--- src/insertion_sorter_unit_assert.svh ---
// Assertion macros shared by the insertion sorter modules.
// Needs a clock named i_clk and an active-low reset named i_rst_n in scope.
`ifndef INSERTION_SORTER_UNIT_ASSERT_SVH
`define INSERTION_SORTER_UNIT_ASSERT_SVH

// Same-cycle implication, checked out of reset.
`define ISU_ASSERT_NOW(label, ante, cons, msg) \
    label: assert property (@(posedge i_clk) disable iff (!i_rst_n) (ante) |-> (cons)) \
        else $error(msg);

// Next-cycle implication, checked out of reset.
`define ISU_ASSERT_NEXT(label, ante, cons, msg) \
    label: assert property (@(posedge i_clk) disable iff (!i_rst_n) (ante) |=> (cons)) \
        else $error(msg);

`endif

--- src/isu_pkg.sv ---
// Package for the insertion sorter: sizes, payload structs, controller
// states and the command/status structs between controller and datapath.
`default_nettype none

package isu_pkg;

    localparam int MAX_ITEMS = 32;
    localparam int CNT_W     = $clog2(MAX_ITEMS + 1);
    localparam int DATA_W    = 32;

    typedef struct packed {
        logic signed [DATA_W-1:0] value;
        logic                     final_item;
    } t_in_req;

    typedef struct packed {
        logic signed [DATA_W-1:0] sorted_value;
        logic                     last;
        logic                     overflow;
    } t_result;

    typedef enum logic {
        ST_LOAD,
        ST_EMIT
    } t_state;

    typedef struct packed {
        logic insert;
        logic emit;
    } t_dp_cmd;

    typedef struct packed {
        logic emit_last;
    } t_dp_status;

endpackage

`default_nettype wire

--- src/insertion_sorter_unit.sv ---
// Channel   Handshake             Payload
// request   start, busy           i_req  (isu_pkg::t_in_req)
// result    o_res_valid strobe    o_res  (isu_pkg::t_result)
//
// A non-final request is inserted as all cells compare against it at once
// and the chain opens a slot in the same edge, so requests may come back to back.
// A final request is inserted, then busy stays high while the stored values
// drain from cell 0, one result a cycle.
// Each result shows in the cycle after its drain step; the receiver cannot stall.
// Synchronous reset empties the store and clears the drop flag.
// Top level of the insertion sorter; depends on isu_pkg, isu_ctrl, isu_datapath.
`default_nettype none

module insertion_sorter_unit (
    input  wire logic             i_clk,
    input  wire logic             i_rst_n,
    input  wire logic             start,
    output logic                  busy,
    input  wire isu_pkg::t_in_req i_req,
    output isu_pkg::t_result      o_res,
    output logic                  o_res_valid
);
    import isu_pkg::*;

    t_dp_cmd    cmd;
    t_dp_status status;

    isu_ctrl u_ctrl (
        .i_clk    (i_clk),
        .i_rst_n  (i_rst_n),
        .start    (start),
        .i_final  (i_req.final_item),
        .i_status (status),
        .o_cmd    (cmd),
        .busy     (busy)
    );

    isu_datapath u_datapath (
        .i_clk       (i_clk),
        .i_rst_n     (i_rst_n),
        .i_cmd       (cmd),
        .i_req       (i_req),
        .o_status    (status),
        .o_res       (o_res),
        .o_res_valid (o_res_valid)
    );

endmodule

`default_nettype wire

--- src/isu_ctrl.sv ---
// Controller for the insertion sorter: load/emit state machine.
// Depends on isu_pkg and the assertion macro header.
`default_nettype none

`include "insertion_sorter_unit_assert.svh"

module isu_ctrl (
    input  wire logic               i_clk,
    input  wire logic               i_rst_n,
    input  wire logic               start,
    input  wire logic               i_final,
    input  wire isu_pkg::t_dp_status i_status,
    output isu_pkg::t_dp_cmd        o_cmd,
    output logic                    busy
);
    import isu_pkg::*;

    t_state r_state;
    t_state n_state;

    always_ff @(posedge i_clk) begin
        if (!i_rst_n) begin
            r_state <= ST_LOAD;
        end else begin
            r_state <= n_state;
        end
    end

    always_comb begin
        n_state = r_state;
        unique case (r_state)
            ST_LOAD: begin
                if (start && i_final) begin
                    n_state = ST_EMIT;
                end
            end
            ST_EMIT: begin
                if (i_status.emit_last) begin
                    n_state = ST_LOAD;
                end
            end
            default: n_state = ST_LOAD;
        endcase
    end

    always_comb begin
        o_cmd.insert = 1'b0;
        o_cmd.emit   = 1'b0;
        busy         = 1'b0;
        unique case (r_state)
            ST_LOAD: begin
                o_cmd.insert = start;
            end
            ST_EMIT: begin
                o_cmd.emit = 1'b1;
                busy       = 1'b1;
            end
            default: begin
                busy = 1'b0;
            end
        endcase
    end

    `ISU_ASSERT_NOW(a_no_insert_while_emit, o_cmd.emit, !o_cmd.insert, "insert during emit")
    `ISU_ASSERT_NEXT(a_final_starts_emit, start && !busy && i_final, busy, "final request not emitted")
    `ISU_ASSERT_NEXT(a_last_ends_emit, o_cmd.emit && i_status.emit_last, !busy, "emit did not end")

endmodule

`default_nettype wire

--- src/isu_datapath.sv ---
// Datapath for the insertion sorter: a chain of sorted cells that insert with
// parallel compares, a fill count, drop flag and result register.
// Depends on isu_pkg and the assertion macro header.
`default_nettype none

`include "insertion_sorter_unit_assert.svh"

module isu_datapath (
    input  wire logic                i_clk,
    input  wire logic                i_rst_n,
    input  wire isu_pkg::t_dp_cmd    i_cmd,
    input  wire isu_pkg::t_in_req    i_req,
    output isu_pkg::t_dp_status      o_status,
    output isu_pkg::t_result         o_res,
    output logic                     o_res_valid
);
    import isu_pkg::*;

    logic signed [DATA_W-1:0] r_store [MAX_ITEMS];
    logic signed [DATA_W-1:0] n_store [MAX_ITEMS];
    logic        [CNT_W-1:0]  r_fill;
    logic        [CNT_W-1:0]  n_fill;
    logic                     r_dropped;
    logic                     n_dropped;
    logic                     r_res_valid;
    logic                     n_res_valid;
    t_result                  r_res;
    t_result                  n_res;
    logic        [MAX_ITEMS-1:0] gt;
    logic                     full;

    assign full               = (r_fill == CNT_W'(MAX_ITEMS));
    assign o_status.emit_last = (r_fill == CNT_W'(1));

    // Cells at or above the insert point hold larger values; all compares in parallel.
    always_comb begin
        for (int i = 0; i < MAX_ITEMS; i++) begin
            gt[i] = (CNT_W'(i) < r_fill) && (r_store[i] > i_req.value);
        end
    end

    always_comb begin
        n_store     = r_store;
        n_fill      = r_fill;
        n_dropped   = r_dropped;
        n_res_valid = 1'b0;
        n_res       = r_res;
        priority if (i_cmd.emit) begin
            // Drain from cell 0 and shift the chain down.
            n_res.sorted_value = r_store[0];
            n_res.last         = o_status.emit_last;
            n_res.overflow     = r_dropped;
            n_res_valid        = 1'b1;
            for (int i = 0; i < MAX_ITEMS - 1; i++) begin
                n_store[i] = r_store[i+1];
            end
            n_fill = r_fill - CNT_W'(1);
            if (o_status.emit_last) begin
                n_dropped = 1'b0;
            end
        end else if (i_cmd.insert) begin
            if (full) begin
                n_dropped = 1'b1;
            end else begin
                if (gt[0] || r_fill == CNT_W'(0)) begin
                    n_store[0] = i_req.value;
                end
                for (int i = 1; i < MAX_ITEMS; i++) begin
                    if (gt[i] || CNT_W'(i) == r_fill) begin
                        n_store[i] = gt[i-1] ? r_store[i-1] : i_req.value;
                    end
                end
                n_fill = r_fill + CNT_W'(1);
            end
        end else begin
            n_res_valid = 1'b0;
        end
    end

    always_ff @(posedge i_clk) begin
        r_store <= n_store;
        r_res   <= n_res;
    end

    always_ff @(posedge i_clk) begin
        if (!i_rst_n) begin
            r_fill      <= '0;
            r_dropped   <= 1'b0;
            r_res_valid <= 1'b0;
        end else begin
            r_fill      <= n_fill;
            r_dropped   <= n_dropped;
            r_res_valid <= n_res_valid;
        end
    end

    assign o_res       = r_res;
    assign o_res_valid = r_res_valid;

    `ISU_ASSERT_NOW(a_fill_bound, 1'b1, r_fill <= CNT_W'(MAX_ITEMS), "fill count beyond capacity")
    `ISU_ASSERT_NOW(a_emit_nonempty, i_cmd.emit, r_fill != CNT_W'(0), "emit from empty store")
    `ISU_ASSERT_NEXT(a_last_clears, i_cmd.emit && o_status.emit_last, r_fill == CNT_W'(0) && !r_dropped && o_res.last, "store not cleared after last result")

endmodule

`default_nettype wire
--- config.mk ---
export PLATFORM = sky130hd
export DESIGN_NAME = insertion_sorter_unit
export DESIGN_NICKNAME = d
export VERILOG_FILES = /design/src/isu_pkg.sv /design/src/insertion_sorter_unit.sv /design/src/isu_ctrl.sv /design/src/isu_datapath.sv
export VERILOG_INCLUDE_DIRS = /design/src /design/src/src
export SDC_FILE = /design/constraint.sdc
export NUM_CORES = 2
export LEC_CHECK = 0
export BUFFER_PORTS_ARGS = -buffer_cell sky130_fd_sc_hd__buf_2
export CAP_MARGIN = 20
export CORE_ASPECT_RATIO = 0.5
export CORE_MARGIN = 10
export CORE_UTILIZATION = 45
export DETAILED_ROUTE_END_ITERATION = 16
export PLACE_DENSITY = 0.62
export SKIP_LAST_GASP = 1
export SYNTH_ARGS = -nofsm -noshare
export SYNTH_HDL_FRONTEND = slang
export SYNTH_SLANG_ARGS = --single-unit
--- constraint.sdc ---
create_clock -name i_clk -period 9.11 [get_ports i_clk]
set_clock_uncertainty 0.15 [all_clocks]
set_input_delay 0.4555 -clock i_clk [delete_from_list [all_inputs] [get_ports i_clk]]
set_output_delay 0.4555 -clock i_clk [all_outputs]
set_load 0.01 [all_outputs]
* Word level (Yosys, flattened, before mapping)
Index checks and enable logic that the tools add are counted.
** Word-level totals
- Register bits :: 1067
- Input bits :: 36
- Output and inout port bits :: 36
- Word-level logic and storage cells :: 355
** Operators by class
- Add/sub/neg operators :: 2
- $lt $le $gt $ge :: 64
- Eq/ne operators :: 35
- Mux-type cells :: 79
- Bitwise operators :: 3
- Reduce and logical (&&, ||, !) cells :: 133
** Operator list (number)
- 1024-bit two-way mux :: 2
- 32-bit two-way mux :: 63
- 32-bit > comparator :: 32
- 992-bit two-way mux :: 1
- 5-bit by 6-bit equality test with 1-bit output (first input constant) :: 16
- 5-bit by 6-bit < comparator with 1-bit output (first input constant) :: 16
- 3-bit AND reduction :: 32
- 2-bit nonzero test :: 33
- 4-bit by 6-bit equality test with 1-bit output (first input constant) :: 8
- 4-bit by 6-bit < comparator with 1-bit output (first input constant) :: 8
- 1-bit logical AND :: 33
- 1-bit logical OR :: 32
- 3-bit by 6-bit equality test with 1-bit output (first input constant) :: 4
- 3-bit by 6-bit < comparator with 1-bit output (first input constant) :: 4
- 6-bit two-way mux :: 3
- 2-bit by 6-bit equality test with 1-bit output (first input constant) :: 2
- 1-bit by 6-bit < comparator with 1-bit output (first input constant) :: 2
- 2-bit by 6-bit < comparator with 1-bit output (first input constant) :: 2
- 1-bit two-way mux :: 9
- 6-bit by 1-bit adder with 6-bit output (second input constant) :: 1
- 1-bit by 6-bit equality test with 1-bit output (first input constant) :: 1
- 6-bit by 1-bit equality test with 1-bit output (second input constant) :: 1
- 6-bit equality test (second input constant) :: 1
- 6-bit logical NOT :: 1
- 7 further kinds :: 9

* Depth between registers and ports, before layout
- Depth after elaboration :: 7
- Mapped depth :: 13

* By module
From an unflattened synthesis, not the netlist that was laid out.
** Second synthesis, totals
- Cell total of the unflattened synthesis :: 7493
- Area total of the unflattened synthesis :: 76434.6 sq um
** By module, submodules not included
- isu_datapath :: instances 1, cells each 7488, area each 76380.8 sq um, sequential area each 31930.6 sq um
- isu_ctrl :: instances 1, cells each 5, area each 53.8 sq um, sequential area each 20.0 sq um

* Least setup slack after synthesis
Ideal clock, no wire load.
- Path type :: input -> register
- From :: input i_req[2] (netlist bit)
- To :: register u_datapath.r_store[32] (netlist bit) (enable)
- Data arrival time :: 5384 ps
- Path slack :: 3110 ps
- Stages :: 12
- Path buffers :: 2
- Path through :: clkbuf_1 > inv_1 > ha_1 > nor2b_1 > o211ai_1 > a21oi_1 > o31a_1 > o31ai_1 > and3_1 > o211ai_1 > clkbuf_1 > o21ai_0
** Between the ends
- Longest elaborated chain between the ends :: 5
** Ends and longest elaborated chain
- start: declaration :: line insertion_sorter_unit.sv:19 : input wire isu_pkg::t_in_req i_req,
- 32-bit > comparator :: line isu_datapath.sv:38 : gt[i] = (CNT_W'(i) < r_fill) && (r_store[i] > i_req.value);
- 1-bit logical AND :: line isu_datapath.sv:38
- 1-bit logical OR :: line isu_datapath.sv:69 : if (gt[i] || CNT_W'(i) == r_fill) begin
- 2-bit nonzero test (no source line)
- 3-bit AND reduction (no source line)
- end signal: assignment :: line isu_datapath.sv:81 : r_store <= n_store;
- end: declaration :: line isu_datapath.sv:19 : logic signed [DATA_W-1:0] r_store [MAX_ITEMS];
Every way passes these cells.
A chain may end at the register's enable or synchronous reset.

==> metrics.cfg <==
[clocking]
cts_buffers=111
cts_max_path_buffers=3
htreeDepth=3
post_cts.resized_instances=0
cts_tree=yes
cts.sinks=1067
clk_latency_ns=0.80
cts.clk_slew.worst_paths_ns=0.06
root_buffer=clkbuf_16

[synthesis]
synthTopCellsByArea=edfxtp_1 42%, ha_1 17%, mux2i_1 7.5%
avgSynthCellArea_um2=10.1
async_reset_ff_share_pct=0
synth_compound_area_share_pct=15.5
synth_cells=7496
ys_ff_latch=1067
ys_seq_area_share_pct=42.2
synth-main-ff-cell=edfxtp_1
synth_simple_gate_area_share_pct=13.7
netlist_area_um2=75700
postSynthNetCount=8560
synth_top_family_by_area=adder cells
synth-edff-count=1058
synth_mux_area_share_pct=8.47
synth-xor-area-share_pct=0.0462
synth_fa_ha_area_share_pct=17.0
synth_cell_types=75
synth.yosys.warnings=0
synth_top_cell_by_area=edfxtp_1
synthDominantCellAreaShare_pct=41.9

[final_layout]
final_layout_size_suffix_gt1_share_pct=8.21
syn_to_final_growth_pct=9.21
final_common_cell=nand2_1
layout_common_cells=1251 x nand2_1, 1058 x edfxtp_1, 1028 x ha_1
final_net_count=8468

[floorplan]
rows=106
die_w_um=600
dieArea_um2=186000
pin_count=72
start_util_pct=45.3
core_area_um2=167000
fp.dieH_um=310

[global_routing]
grt_overflow=0
grt_max_degree=218
track_usage_pct=31.3
first_global_vias=61790
grt_pass1_wl_um=432000
antenna_found_initial=15

[sta]
final-hold-violation-count=0
max_freq_mhz=166
slew_headroom_pct=8.95
grt_setup_unrepaired=false
fin_crit_sh_pct=66.0
worstMarginPinSlew_ns=1.35
setup_viol=0
tns_ns=0
slew_viol_final=0
min_period_ns=6.01

[worst_setup_path]
cpPeakStageDelay_ns=1.11
rrSetupSlack_ns=3.21
crit_arrival_ns=6.35
path_common_cell=buf_4
crit_path_end_kind=flip-flop
crit_buf_inv=5
start_kind=primary input
cp_cell_sequence=buf_2, buf_4, inv_2, buf_4, ha_1, nand4_1, nor4_1, nand4_1, a211oi_1, nor4_1, o21ai_4, buf_4, mux2i_1, o21ai_0
cpMaxStageDelayCell=a211oi_1
path_class=in2reg
worst_ep_required_time_ns=9.44
crit_family=compound AO/OA/AOI/OAI gates
worstPathMaxFanout=31

[routing]
wl_per_cell_um=31.0
dr.first_iter.drc_count=9285
drt_pass1_iterations=6
wl_um=303000
drc=0
detail-route-antenna-nets=0
num_vias=65555
vias_per_cell=6.71

[min_path]
hp-class=in2reg

[power]
ir_drop_uv=168
pwr_density_cell_nw_per_um2=194
power.leakage_nw=33.4
total_power_mw=16.1

[run]
drv_cap=0

[placement]
gp_congestion=0.978
hpwlAfterDp_um=210000
place.port_buffers=71

[outcome]
status=finished, final reports clean

## report_power, final
part | switching, mW | internal (mW) | leakage, nW | total (mW)
clock | 2.21 | 2.62 | 1.77 | 4.83
sequential | 0.672 | 6.28 | 10.1 | 6.95
combinational | 2.86 | 1.44 | 21.6 | 4.30
total | 5.74 | 10.3 | 33.4 | 16.1
## routing by layer
| metal | GRT usage (%) | wire, µm | vias to the layer above |
|---|---|---|---|
| met5 | 0 | 27 | - |
| met4 | 9.67 | 10400 | 4 |
| met3 | 11.0 | 42500 | 577 |
| met2 | 44.5 | 123000 | 4103 |
| met1 | 44.2 | 128000 | 32321 |
| li1 | - | - | 28550 |
## stage by stage
stage          setup WS, ns  hold slack (ns)  std cells  area (µm²)  util (%)
2_1_floorplan          3.11            0.259       7496       75700         -
3_3_place_gp           2.41            0.297       9542       78900      47.2
3_5_place_dp           2.93            0.307       9548       78900      47.2
4_1_cts                3.74          0.00863       9758       82600      49.4
5_1_grt                3.33           0.0466       9767       82700      49.5
6_report               3.10           0.0765       9769       82700      49.5
## tightest hold or removal path, stage by stage
cell and delay (ns):
buf_2 0.13, nand2_1 0.12, o211ai_1 0.11
## cell type report
cell class / count / area, µm²
fillers: 15414 / 84500
inverters: 103 / 387
diodes: 2 / 5.00
well taps: 2268 / 2840
clock buffers: 133 / 2910
repair buffers: 279 / 2040
clock inverters: 75 / 723
multi-input cells: 5842 / 41900
flip-flops and latches: 1067 / 32000
## kinds of logic after synthesis
| group | count (synthesis) |
|---|---|
| multiplexers | 632 |
| flip-flops | 1067 |
| buffers and inverters | 587 |
| AO/OA/AOI/OAI | 1871 |
| XOR/XNOR | 4 |
| AND/OR/NAND/NOR | 2307 |
| adder cells (fa/ha/maj) | 1028 |
## worst paths after layout
| check | start | end | depth (start not counted) |
|---|---|---|---|
| worst max-delay path | i_req[31] | u_datapath.r_store[99] | 14 |
| worst min-delay path | i_req[19] | u_datapath.r_store[338] | 3 |
| worst max register to register | u_datapath.r_store[159] | u_datapath.r_store[99] | 10 |
| worst min register to register | u_datapath.r_dropped | u_datapath.o_res[0] | 0 |
## cells in the mapped netlist (7+ instances only)
library cell	instances
and2_1	13
nand3_1	524
nor2b_1	43
and3_1	9
a211oi_1	62
or4_1	13
buf_1	33
or3_1	7
o21ai_2	9
or2_2	10
nor2_1	133
o31a_1	15
o21bai_1	11
nand2b_1	12
buf_4	10
a21boi_0	12
nor4_1	54
o211ai_1	423
a221oi_1	44
nor3_1	27
a21bo_2	9
a221o_1	15
o311ai_0	18
o21ai_0	678
a21oi_1	316
nand4_1	162
inv_1	103
mux2i_1	564
a31oi_1	18
o21ai_1	29
nand2_1	1251
and4_1	17
buf_2	83
o31ai_1	26
edfxtp_1	1058
and2_0	12
clkbuf_1	355
a21o_1	138
dfxtp_1	9
mux2_2	66
ha_1	1028
## state kept, by name, summed over array words and instances, names as in the netlist
| signal | cells |
|---|---|
| u_datapath.o_res_valid | 1 |
| u_datapath.o_res | 34 |
| u_ctrl.r_state | 1 |
| u_datapath.r_store | 1024 |
| u_datapath.r_dropped | 1 |
| u_datapath.r_fill | 6 |
## repair_timing
action,CTS,global route
endpoints found under the hold margin,9,0
setup buffers,0,0
hold buffers,2,0
No activity file was read; power rests on OpenSTA's default activity.
